<file path="config.mk">
export PLATFORM = sky130hd
export DESIGN_NAME = substring_replace_stream_unit
export DESIGN_NICKNAME = d
export VERILOG_FILES = /design/src/hdl/sru_pkg.sv /design/src/hdl/sru_regs.sv /design/src/hdl/sru_ctrl.sv /design/src/hdl/sru_dp.sv /design/src/hdl/substring_replace_stream_unit.sv
export SDC_FILE = /design/constraint.sdc
export NUM_CORES = 1
export LEC_CHECK = 0
export ABC_AREA = 1
export BUFFER_PORTS_ARGS = -buffer_cell sky130_fd_sc_hd__buf_2
export CELL_PAD_IN_SITES_DETAIL_PLACEMENT = 1
export CELL_PAD_IN_SITES_GLOBAL_PLACEMENT = 1
export CORE_MARGIN = 5
export CORE_UTILIZATION = 35
export DETAILED_ROUTE_END_ITERATION = 8
export GPL_TIMING_DRIVEN = 1
export PLACE_DENSITY = 0.74
export SYNTH_ARGS = -nofsm -noshare
export SYNTH_HDL_FRONTEND = slang
export SYNTH_SLANG_ARGS = --single-unit
export TNS_END_PERCENT = 50
</file>
<file path="constraint.sdc">
create_clock -name i_clk -period 3 [get_ports i_clk]
set_clock_uncertainty 0.05 [all_clocks]
set_input_delay 0.6 -clock i_clk [delete_from_list [all_inputs] [get_ports i_clk]]
set_output_delay 0.6 -clock i_clk [all_outputs]
set_load 0.02 [all_outputs]
</file>
<file path="src/hdl/sru_pkg.sv">
// Shared types and codes for the substring replace stream unit.
package sru_pkg;

    typedef logic [1:0] t_sel;

    localparam t_sel SEL_HEAD = 2'd0;
    localparam t_sel SEL_REP  = 2'd1;
    localparam t_sel SEL_BYTE = 2'd2;

    typedef logic [2:0] t_reg_idx;

    localparam t_reg_idx REG_PAT_BYTES = 3'd0;
    localparam t_reg_idx REG_PAT_LEN   = 3'd1;
    localparam t_reg_idx REG_REP_BYTES = 3'd2;
    localparam t_reg_idx REG_REP_LEN   = 3'd3;
    localparam t_reg_idx REG_MAX_REP   = 3'd4;

    typedef struct packed {
        logic [63:0] pattern_bytes;
        logic [3:0]  pattern_length;
        logic [63:0] replacement_bytes;
        logic [3:0]  replacement_length;
        logic [31:0] max_replacements;
    } t_cfg;

    typedef struct packed {
        logic load;
        logic emit;
        t_sel sel;
        logic pop;
        logic drop;
        logic append;
        logic rep_inc;
        logic rep_clr;
        logic done_inc;
        logic finish;
    } t_cmd;

    typedef struct packed {
        logic count_zero;
        logic full;
        logic below_plen;
        logic match;
        logic rep_end;
        logic can_replace;
        logic insert_mode;
        logic last;
        logic emit_ok;
    } t_status;

endpackage

</file>
<file path="src/hdl/sru_regs.sv">
// APB-style configuration registers of the substring replace stream unit.
module sru_regs (
    input  logic            i_clk,
    input  logic            i_rst_n,
    input  logic            psel,
    input  logic            penable,
    input  logic            pwrite,
    input  logic [5:0]      paddr,
    input  logic [63:0]     pwdata,
    output logic [63:0]     prdata,
    output logic            pready,
    output sru_pkg::t_cfg   o_cfg
);
    import sru_pkg::*;

    t_cfg r_cfg;
    logic w_wr;

    assign pready = 1'b1;
    assign w_wr   = psel && penable && pwrite;
    assign o_cfg  = r_cfg;

    always_ff @(posedge i_clk) begin
        if (!i_rst_n) begin
            r_cfg.pattern_bytes      <= 64'd0;
            r_cfg.pattern_length     <= 4'd0;
            r_cfg.replacement_bytes  <= 64'd0;
            r_cfg.replacement_length <= 4'd0;
            r_cfg.max_replacements   <= 32'hFFFF_FFFF;
        end else if (w_wr) begin
            unique case (paddr[5:3])
                REG_PAT_BYTES: r_cfg.pattern_bytes      <= pwdata;
                REG_PAT_LEN:   r_cfg.pattern_length     <= pwdata[3:0];
                REG_REP_BYTES: r_cfg.replacement_bytes  <= pwdata;
                REG_REP_LEN:   r_cfg.replacement_length <= pwdata[3:0];
                REG_MAX_REP:   r_cfg.max_replacements   <= pwdata[31:0];
                default: begin
                end
            endcase
        end
    end

    always_comb begin
        unique case (paddr[5:3])
            REG_PAT_BYTES: prdata = r_cfg.pattern_bytes;
            REG_PAT_LEN:   prdata = 64'(r_cfg.pattern_length);
            REG_REP_BYTES: prdata = r_cfg.replacement_bytes;
            REG_REP_LEN:   prdata = 64'(r_cfg.replacement_length);
            REG_MAX_REP:   prdata = 64'(r_cfg.max_replacements);
            default:       prdata = 64'd0;
        endcase
    end

endmodule

</file>
<file path="src/hdl/sru_ctrl.sv">
// Sequencing state machine of the substring replace stream unit.
module sru_ctrl (
    input  logic              i_clk,
    input  logic              i_rst_n,
    input  logic              i_in_valid,
    output logic              o_in_ready,
    input  sru_pkg::t_status  i_status,
    output sru_pkg::t_cmd     o_cmd
);
    import sru_pkg::*;

    localparam logic [3:0] S_IDLE   = 4'd0;
    localparam logic [3:0] S_FLUSH  = 4'd1;
    localparam logic [3:0] S_REP1   = 4'd2;
    localparam logic [3:0] S_BYTE   = 4'd3;
    localparam logic [3:0] S_REP2   = 4'd4;
    localparam logic [3:0] S_PRE    = 4'd5;
    localparam logic [3:0] S_APPEND = 4'd6;
    localparam logic [3:0] S_DECIDE = 4'd7;
    localparam logic [3:0] S_MREP   = 4'd8;
    localparam logic [3:0] S_TAIL   = 4'd9;
    localparam logic [3:0] S_END    = 4'd10;

    logic [3:0] r_state;
    logic [3:0] n_state;
    t_cmd       w_cmd;

    assign o_in_ready = (r_state == S_IDLE);
    assign o_cmd      = w_cmd;

    always_ff @(posedge i_clk) begin
        if (!i_rst_n) begin
            r_state <= S_IDLE;
        end else begin
            r_state <= n_state;
        end
    end

    always_comb begin
        n_state   = r_state;
        w_cmd     = '0;
        w_cmd.sel = SEL_HEAD;
        unique case (r_state) inside
            S_IDLE: begin
                if (i_in_valid) begin
                    w_cmd.load = 1'b1;
                    if (i_status.insert_mode) begin
                        if (!i_status.count_zero) begin
                            n_state = S_FLUSH;
                        end else if (i_status.can_replace) begin
                            n_state = S_REP1;
                        end else begin
                            n_state = S_BYTE;
                        end
                    end else if (!i_status.can_replace) begin
                        n_state = S_FLUSH;
                    end else if (i_status.full) begin
                        n_state = S_PRE;
                    end else begin
                        n_state = S_APPEND;
                    end
                end
            end
            S_FLUSH: begin
                if (i_status.count_zero) begin
                    n_state = S_BYTE;
                end else if (i_status.emit_ok) begin
                    w_cmd.emit = 1'b1;
                    w_cmd.pop  = 1'b1;
                end
            end
            S_REP1, S_REP2: begin
                if (i_status.rep_end) begin
                    w_cmd.rep_clr  = 1'b1;
                    w_cmd.done_inc = 1'b1;
                    n_state = (r_state == S_REP1) ? S_BYTE : S_END;
                end else if (i_status.emit_ok) begin
                    w_cmd.emit    = 1'b1;
                    w_cmd.sel     = SEL_REP;
                    w_cmd.rep_inc = 1'b1;
                end
            end
            S_BYTE: begin
                if (i_status.emit_ok) begin
                    w_cmd.emit = 1'b1;
                    w_cmd.sel  = SEL_BYTE;
                    if (i_status.insert_mode && i_status.last && i_status.can_replace) begin
                        n_state = S_REP2;
                    end else begin
                        n_state = S_END;
                    end
                end
            end
            S_PRE: begin
                if (i_status.emit_ok) begin
                    w_cmd.emit = 1'b1;
                    w_cmd.pop  = 1'b1;
                    n_state    = S_APPEND;
                end
            end
            S_APPEND: begin
                w_cmd.append = 1'b1;
                n_state      = S_DECIDE;
            end
            S_DECIDE: begin
                if (i_status.below_plen) begin
                    n_state = i_status.last ? S_TAIL : S_END;
                end else if (i_status.match) begin
                    n_state = S_MREP;
                end else if (i_status.emit_ok) begin
                    w_cmd.emit = 1'b1;
                    w_cmd.pop  = 1'b1;
                    n_state    = i_status.last ? S_TAIL : S_END;
                end
            end
            S_MREP: begin
                if (i_status.rep_end) begin
                    w_cmd.rep_clr  = 1'b1;
                    w_cmd.done_inc = 1'b1;
                    w_cmd.drop     = 1'b1;
                    n_state = i_status.last ? S_TAIL : S_END;
                end else if (i_status.emit_ok) begin
                    w_cmd.emit    = 1'b1;
                    w_cmd.sel     = SEL_REP;
                    w_cmd.rep_inc = 1'b1;
                end
            end
            S_TAIL: begin
                if (i_status.count_zero) begin
                    n_state = S_END;
                end else if (i_status.emit_ok) begin
                    w_cmd.emit = 1'b1;
                    w_cmd.pop  = 1'b1;
                end
            end
            S_END: begin
                if (i_status.emit_ok) begin
                    w_cmd.finish = 1'b1;
                    n_state      = S_IDLE;
                end
            end
            default: begin
                n_state = S_IDLE;
            end
        endcase
    end

endmodule

</file>
<file path="src/hdl/sru_dp.sv">
// Window, counters and output stages of the substring replace stream unit.
module sru_dp #(
    parameter int MAX_PATTERN     = 8,
    parameter int MAX_REPLACEMENT = 8
) (
    input  logic              i_clk,
    input  logic              i_rst_n,
    input  sru_pkg::t_cfg     i_cfg,
    input  sru_pkg::t_cmd     i_cmd,
    output sru_pkg::t_status  o_status,
    input  logic [7:0]        i_data_byte,
    input  logic              i_last_byte,
    output logic              o_out_valid,
    input  logic              i_out_ready,
    output logic [7:0]        o_out_byte,
    output logic              o_out_last
);
    import sru_pkg::*;

    localparam int CAP_P = (MAX_PATTERN < 8) ? MAX_PATTERN : 8;
    localparam int CAP_R = (MAX_REPLACEMENT < 8) ? MAX_REPLACEMENT : 8;
    localparam int CW    = $clog2(MAX_PATTERN + 1);
    localparam int IW    = (MAX_PATTERN > 1) ? $clog2(MAX_PATTERN) : 1;

    logic [7:0]    r_win [MAX_PATTERN];
    logic [7:0]    n_win [MAX_PATTERN];
    logic [CW-1:0] r_count;
    logic [CW-1:0] n_count;
    logic [3:0]    r_rep_idx;
    logic [31:0]   r_done;
    logic [7:0]    r_byte;
    logic          r_last;
    logic          r_pend_valid;
    logic [7:0]    r_pend_byte;
    logic          r_out_valid;
    logic [7:0]    r_out_byte;
    logic          r_out_last;

    logic [3:0]    w_plen;
    logic [3:0]    w_rlen;
    logic [7:0]    w_cnt8;
    logic [7:0]    w_plen8;
    logic          w_match;
    logic          w_out_free;
    logic          w_push;
    logic [7:0]    w_emit_byte;
    logic          w_clear;

    assign w_plen  = (i_cfg.pattern_length > 4'(CAP_P)) ? 4'(CAP_P) : i_cfg.pattern_length;
    assign w_rlen  = (i_cfg.replacement_length > 4'(CAP_R)) ? 4'(CAP_R)
                                                            : i_cfg.replacement_length;
    assign w_cnt8  = 8'(r_count);
    assign w_plen8 = {4'd0, w_plen};

    always_comb begin
        w_match = 1'b1;
        for (int k = 0; k < CAP_P; k++) begin
            if ((8'(k) < w_plen8) && (r_win[k] != i_cfg.pattern_bytes[8*k +: 8])) begin
                w_match = 1'b0;
            end
        end
    end

    assign w_out_free = !r_out_valid || i_out_ready;
    assign w_push     = (i_cmd.emit || i_cmd.finish) && r_pend_valid;
    assign w_clear    = i_cmd.finish && r_last;

    always_comb begin
        case (i_cmd.sel)
            SEL_REP:  w_emit_byte = i_cfg.replacement_bytes[{r_rep_idx[2:0], 3'b000} +: 8];
            SEL_BYTE: w_emit_byte = r_byte;
            default:  w_emit_byte = r_win[0];
        endcase
    end

    assign o_status.count_zero  = (r_count == '0);
    assign o_status.full        = (w_cnt8 >= 8'(MAX_PATTERN));
    assign o_status.below_plen  = (w_cnt8 < w_plen8);
    assign o_status.match       = w_match;
    assign o_status.rep_end     = (r_rep_idx >= w_rlen);
    assign o_status.can_replace = (r_done < i_cfg.max_replacements);
    assign o_status.insert_mode = (w_plen == 4'd0);
    assign o_status.last        = r_last;
    assign o_status.emit_ok     = !r_pend_valid || w_out_free;

    always_comb begin
        n_win   = r_win;
        n_count = r_count;
        if (i_cmd.pop) begin
            for (int i = 0; i < MAX_PATTERN; i++) begin
                if (i + 1 < MAX_PATTERN) begin
                    n_win[i] = r_win[i + 1];
                end
            end
            n_count = r_count - CW'(1);
        end else if (i_cmd.drop) begin
            for (int i = 0; i < MAX_PATTERN; i++) begin
                for (int s = 1; s <= CAP_P; s++) begin
                    if ((w_plen == 4'(s)) && (i + s < MAX_PATTERN)) begin
                        n_win[i] = r_win[i + s];
                    end
                end
            end
            n_count = (w_cnt8 > w_plen8) ? CW'(w_cnt8 - w_plen8) : '0;
        end else if (i_cmd.append) begin
            n_win[r_count[IW-1:0]] = r_byte;
            n_count = r_count + CW'(1);
        end
        if (w_clear) begin
            n_count = '0;
        end
    end

    always_ff @(posedge i_clk) begin
        r_win <= n_win;
        if (i_cmd.load) begin
            r_byte <= i_data_byte;
        end
        if (i_cmd.emit) begin
            r_pend_byte <= w_emit_byte;
        end
        if (w_push) begin
            r_out_byte <= r_pend_byte;
            r_out_last <= i_cmd.finish && r_last;
        end
    end

    always_ff @(posedge i_clk) begin
        if (!i_rst_n) begin
            r_count      <= '0;
            r_rep_idx    <= 4'd0;
            r_done       <= 32'd0;
            r_last       <= 1'b0;
            r_pend_valid <= 1'b0;
            r_out_valid  <= 1'b0;
        end else begin
            r_count <= n_count;
            if (i_cmd.load) begin
                r_last <= i_last_byte;
            end
            if (i_cmd.rep_clr) begin
                r_rep_idx <= 4'd0;
            end else if (i_cmd.rep_inc) begin
                r_rep_idx <= r_rep_idx + 4'd1;
            end
            if (w_clear) begin
                r_done <= 32'd0;
            end else if (i_cmd.done_inc) begin
                r_done <= r_done + 32'd1;
            end
            if (i_cmd.emit) begin
                r_pend_valid <= 1'b1;
            end else if (i_cmd.finish) begin
                r_pend_valid <= 1'b0;
            end
            if (w_push) begin
                r_out_valid <= 1'b1;
            end else if (i_out_ready) begin
                r_out_valid <= 1'b0;
            end
        end
    end

    assign o_out_valid = r_out_valid;
    assign o_out_byte  = r_out_byte;
    assign o_out_last  = r_out_last;

endmodule

</file>
<file path="src/hdl/substring_replace_stream_unit.sv">
// Top level of the substring replace stream unit.
// Each item is accepted in S_IDLE, then steps through states that append and compare a byte
// that joins the window, emit result bytes one at a time, close each replacement burst or
// window flush, and end in S_END; the next item is accepted only after S_END returns to idle.
// Result bytes pass a pending register to the output register; out_last rides on the final
// pending byte. Synchronous active-low reset clears counts and flags, loads register defaults.
module substring_replace_stream_unit #(
    parameter int MAX_PATTERN     = 8,
    parameter int MAX_REPLACEMENT = 8
) (
    input  logic        i_clk,
    input  logic        i_rst_n,
    input  logic        i_in_valid,
    output logic        o_in_ready,
    input  logic [7:0]  i_data_byte,
    input  logic        i_last_byte,
    output logic        o_out_valid,
    input  logic        i_out_ready,
    output logic [7:0]  o_out_byte,
    output logic        o_out_last,
    input  logic        psel,
    input  logic        penable,
    input  logic        pwrite,
    input  logic [5:0]  paddr,
    input  logic [63:0] pwdata,
    output logic [63:0] prdata,
    output logic        pready
);
    import sru_pkg::*;

    t_cfg    w_cfg;
    t_cmd    w_cmd;
    t_status w_status;

    sru_regs u_regs (
        .i_clk   (i_clk),
        .i_rst_n (i_rst_n),
        .psel    (psel),
        .penable (penable),
        .pwrite  (pwrite),
        .paddr   (paddr),
        .pwdata  (pwdata),
        .prdata  (prdata),
        .pready  (pready),
        .o_cfg   (w_cfg)
    );

    sru_ctrl u_ctrl (
        .i_clk      (i_clk),
        .i_rst_n    (i_rst_n),
        .i_in_valid (i_in_valid),
        .o_in_ready (o_in_ready),
        .i_status   (w_status),
        .o_cmd      (w_cmd)
    );

    sru_dp #(
        .MAX_PATTERN     (MAX_PATTERN),
        .MAX_REPLACEMENT (MAX_REPLACEMENT)
    ) u_dp (
        .i_clk       (i_clk),
        .i_rst_n     (i_rst_n),
        .i_cfg       (w_cfg),
        .i_cmd       (w_cmd),
        .o_status    (w_status),
        .i_data_byte (i_data_byte),
        .i_last_byte (i_last_byte),
        .o_out_valid (o_out_valid),
        .i_out_ready (i_out_ready),
        .o_out_byte  (o_out_byte),
        .o_out_last  (o_out_last)
    );

endmodule

</file>
# ---- After elaboration in Yosys (flattened, before gate mapping)
# Cells that the tools add are included.
dict set report op_classes {
  magnitude_cmp 17
  eq_ne 47
  reduce_logical 46
  bitwise_logic 4
  n_mux 93
  n_shift 1
  addsub 5
}
# cell count
set ops {}
lappend ops {{$pmux W64 S5} 1}
lappend ops {{$mux W8} 29}
lappend ops {{$mux W56} 2}
lappend ops {{$mux W4} 21}
lappend ops {{$bwmux W64} 1}
lappend ops {{$mux W64} 1}
lappend ops {{$ne A8 B8 Y1} 8}
lappend ops {{$shiftx A64 B7 Y8} 1}
lappend ops {{$pmux W4 S10} 1}
lappend ops {{$add A32 B1 Y32 const B} 1}
lappend ops {{$eq A4 B3 Y1 const B} 8}
lappend ops {{$lt A32 B32 Y1} 1}
lappend ops {{$demux W8 S3} 1}
lappend ops {{$mux W1} 24}
lappend ops {{$reduce_and A2 Y1} 12}
lappend ops {{$eq A4 B2 Y1 const B} 4}
lappend ops {{$lt A3 B4 Y1 const A} 4}
lappend ops {{$pmux W8 S2} 1}
lappend ops {{$logic_and A1 B1 Y1} 15}
lappend ops {{$mux W3} 5}
lappend ops {{$ne A2 B1 Y1 const B} 7}
lappend ops {{$eq A4 B4 Y1 const B} 3}
lappend ops {{$logic_not A4 Y1} 3}
lappend ops {{$ne A9 B1 Y1 const B} 1}
lappend ops {{other kinds (39)} 58}
dict set report totals {
  reg_bits 304
  word_cells 237
  input_bits 86
}

# ---- Depth between registers and ports, before layout
dict set report logic_depth {
  ltp_word 18
  mapped_depth 19
  ltp_nobuf 18
}

# ---- Cells and area by module
# From an unflattened synthesis, not the netlist that was laid out.
dict set report unflattened {
  hier_cells 2850
  hier_area_um2 18945.7
}
# module instances cells_per_inst area_per_inst_um2
set modules_own_cells {}
lappend modules_own_cells {sru_dp 1 1505 10506.3}
lappend modules_own_cells {sru_regs 1 1230 7836.3}
lappend modules_own_cells {sru_ctrl 1 115 603.1}

# ---- Least setup slack after synthesis
# No wires, ideal clock.
dict set report synth_timing {
  kind {reg2reg}
  startpoint {register u_dp.r_count[0]}
  endpoint {register u_dp.r_win[24] (netlist bit), enable pin}
  stages_incl_launch_ff 16
  required_ps 2564
  slack_ps -12
  arrival_ps 2576
  path_cell_list {dfxtp_1 -> clkbuf_1 -> inv_1 -> ha_1 -> inv_1 -> fa_1 -> inv_1 -> o21a_1 -> nor2_1 -> nand2_1 -> nand2_1 -> nand2_2 -> buf_6 -> nand2_4 -> inv_2 -> a211oi_1}
}
dict set report synth_between {
  elab_chain_cells 5
  word_cells_on_any_way 8
  cone_classes {1 x order compare; 1 x eq/ne; 3 x mux; 3 x reduce/logical}
}
# item line_no
set synth_lines {}
lappend synth_lines {{from (decl)} sru_dp.sv:27} ;# logic [CW-1:0] r_count;
lappend synth_lines {{from (signal assigned)} sru_dp.sv:137} ;# r_count <= n_count;
lappend synth_lines {{$lt A4 B4 Y1 / $logic_not A4 Y1 (equally long branches)} {sru_dp.sv:78, sru_dp.sv:76}}
lappend synth_lines {{$mux W1, on equally long branches} {sru_ctrl.sv:106, sru_ctrl.sv:65, sru_ctrl.sv:129}}
lappend synth_lines {{$pmux W1 S3 (*)} sru_ctrl.sv:43} ;# unique case (r_state) inside
lappend synth_lines {{$ne A5 B1 Y1 (no source line) / $reduce_bool A3 Y1 (equally long branches)} --}
lappend synth_lines {{$reduce_and A2 Y1 (no source line) (*)} --}
lappend synth_lines {{to (signal assigned)} sru_dp.sv:115} ;# r_win <= n_win;
lappend synth_lines {{to (decl)} sru_dp.sv:25} ;# logic [7:0] r_win [MAX_PATTERN];
# Every way passes the cells marked *; elsewhere a longest branch is shown, timed or not.
# A chain may end at the register's enable or synchronous reset.

==> impl_results.md <==
* Status: finished clean
* Crit end category: register
* Final worst path period share at 0.965
* Antenna-violating nets left at 0
* Via count at 18413
* Power Total at 12.0 mW
* CTS root buf: clkbuf_16
* Post-synth ARST share at 0
* Worst EP required at 3.21 ns
* Starting density of the core at 0.352
* Cell count after synthesis at 2327
* CP max stage delay at 0.45 ns
* CTS max path bufs at 3
* Most frequent CP cell: buf_4
* Largest net degree at the start of global routing at 140
* Setup_tns at 0 ns
* Max-cap viol count at 0
* Fin util at 0.427
* CTS Hold Buffers Added at 0
* Pwr Density at 574 nW/um2
* P_leak at 8.95 nW
* Startpoint types: register
* Post-synthesis cell type count at 54
* Number of synthesized register bits at 304
* Filler cell count at 6106
* DRT iter0 DRCs at 1662
* Final nets at 2683
* Ant diodes at 0
* Crit path cell chain: buf_4 > nand3_4 > nor2_2 > buf_4 > clkinvlp_4 > buf_4 > buf_4 > o211ai_1 > o21ai_0 > o211ai_1 > o21ai_0 > nand2_1 > o221ai_1
* Syn-to-layout area delta at 21.3%
* CTS tree: done
* Avg WL per Cell at 23.5 um
* Crit path max fanout at 30
* CP bufs+invs at 5
* GRT Residual Overflow at 0
* Post-Route WL at 76.4 mm
* TritonCTS Buffers at 39
* Final Setup Violations at 0
* Overall routing resource usage at 0.275
* Share of layout cells above drive strength 1 at 0.170
* Final hold slack at 0.157 ns
* Register area at 6980 um2
* Ys Warns at 0
* Peak VDD IR at 0.391 mV
* R2r startpoint: u_regs.o_cfg[102]
* HPWL Detailed at 56.8 mm
* Residual DRC at 0
* Synth Cell Area at 17200 um2
* Min-delay src: i_data_byte[5]
* Seq/Total Area, Yosys at 0.405
* Die height at 232 um
* Count of pins over their slew limit at 0
* First-pass GRT wire length at 115 mm
* Port bufs at 157
* Slowest stage cell, crit path: dfxtp_1
* HP Class: primary input to register
* Syn avg cell area at 7.40 um2
* DR pass1 iterations at 5
* Core ar. at 48800 um2
* Crit path from: u_regs.o_cfg[102]
* Clk sinks at 304
* Row count at 81
* Avg Vias per Cell at 5.67
* GP Congestion at 1.01
* Fin area at 20900 um2
* Setup CP Type: register to register
* Clk slew on worst S/H paths at 0.06 ns
* Worst-Skew Late Latency at 0.57 ns
* Cell family with most CP delay: buffers and inverters
* Total I/O pin count at 162
* Die ar. at 53700 um2
* Synthesized Nets at 2459
* DP Area at 19500 um2
* Multi-input combinational cell area at 9070 um2
* CP Depth at 13
* Slew headroom at 0.353
* Initial antenna violation count at 3
* Worst-margin pin slew at 0.970 ns
* Number of global-route vias before repair at 18816
* Min Clock Period, post-route at 2.89 ns
* DIE WIDTH at 232 um
* Post-synth EDFFs at 89
* Ys flop type: dfxtp_1
* H-tree Lvls at 2
* R2R cell count at 13
* Fmax at 345 MHz
* Hold depth at 1
* Critical path arrival at 3.11 ns
* Final Hold Vio Count at 0
[worst reg2reg max path: cells and delay by family, from the launching register on]
kind	cells	cell delay [ns]
AND/OR/NAND/NOR	3	0.28
flip-flops	1	0.45
buffers and inverters	5	1.29
AO/OA/AOI/OAI	5	0.52
[cell type report]
type,instances,area share
flip-flops and latches,304,0.334
clock buffers,64,0.0551
clock inverters,8,0.00372
well taps,664,0.0398
multi-input cells,1690,0.434
repair buffers,304,0.0940
inverters,212,0.0389
[metal layers]
metal | track usage | routed length, um | vias to the layer above
li1 | - | - | 8385
met1 | 0.364 | 32300 | 9125
met2 | 0.448 | 35200 | 729
met3 | 0.0485 | 5630 | 170
met4 | 0.107 | 3170 | 4
met5 | 0 | 34 | -
[state kept, by name, summed over array words and instances, names as in the netlist]
register           flops
u_dp.o_out_valid       1
u_dp.o_out_last        1
u_dp.r_win            64
u_dp.r_pend_valid      1
u_dp.r_count           4
u_dp.r_last            1
u_dp.r_rep_idx         4
u_dp.o_out_byte        8
u_dp.r_pend_byte       8
u_regs.o_cfg         168
u_dp.r_byte            8
u_dp.r_done           32
u_ctrl.r_state         4
[Yosys cell counts, drive strengths merged (3+ instances only)]
master,count,area (um2)
nor2,407,1610
edfxtp,89,2670
nor4,4,25.0
o21a,3,22.5
nand3,35,210
nand4,24,150
clkinv,3,11.3
clkbuf,96,360
a211oi,3,22.5
o221ai,68,596
a22o,23,201
o21ai,310,1550
nand2,401,1560
buf,25,138
o211ai,61,458
xor2,15,131
nor3,24,164
inv,209,787
o2111ai,14,123
xnor2,55,482
a21oi,158,791
or2,7,46.3
o22ai,16,100
ha,45,563
dfxtp,215,4300
[final timing paths]
kind,end,slack [ns]
hold / removal,u_dp.r_byte[5],0.16
setup / recovery,u_dp.r_win[53],0.11
setup reg to reg,u_dp.r_win[53],0.11
hold reg to reg,u_dp.o_out_byte[5],0.40
[through the flow]
stage | setup slack [ns] | std cells
6_report | 0.105 | 3246
4_1_cts | 0.0165 | 3238
5_1_grt | -0.0242 | 3246
3_5_place_dp | -0.123 | 3166
2_1_floorplan | 0.0259 | 2327
3_3_place_gp | -0.0343 | 3166
[report_power, final]
part	internal, mW	switching [mW]	leakage (nW)
Combinational	0.854	1.66	5.78
Clock	2.71	1.93	0.598
Sequential	4.55	0.301	2.56
Total	8.11	3.88	8.95
[cells by family (layout without fill, tap and decap cells)]
| family | Yosys count | after routing | synth area share |
|---|---|---|---|
| adder cells (fa/ha/maj) | 46 | 46 | 0.0339 |
| other | 1 | 1 | 0.000218 |
| AO/OA/AOI/OAI | 664 | 664 | 0.228 |
| flip-flops | 304 | 304 | 0.405 |
| XOR/XNOR | 70 | 70 | 0.0356 |
| buffers and inverters | 333 | 588 | 0.0753 |
| AND/OR/NAND/NOR | 909 | 909 | 0.221 |
[timing repair]
item                       CTS  global route
setup endpoints to repair   43            77
pin swaps                    0             2
gates resized for setup      7            22
buffers inserted             0             8
[layout by cell type, fill, tap and decap left out, types with 15 or more instances in the layout]
cell type and instances:
nand2_1 389, nor2_1 381, o21ai_0 292, dfxtp_1 215, inv_1 190, buf_2 156, a21oi_1 154, buf_4 141
edfxtp_1 89, o221ai_1 68, o211ai_1 61, xnor2_1 55, ha_1 43, clkbuf_16 40, nand3_1 30, nand4_1 24
a22o_1 23, nor3_1 18, clkbuf_1 18, o21ai_1 17, nor2_2 16, o22ai_1 16, xor2_1 15
(Power assumes the default switching activity.)
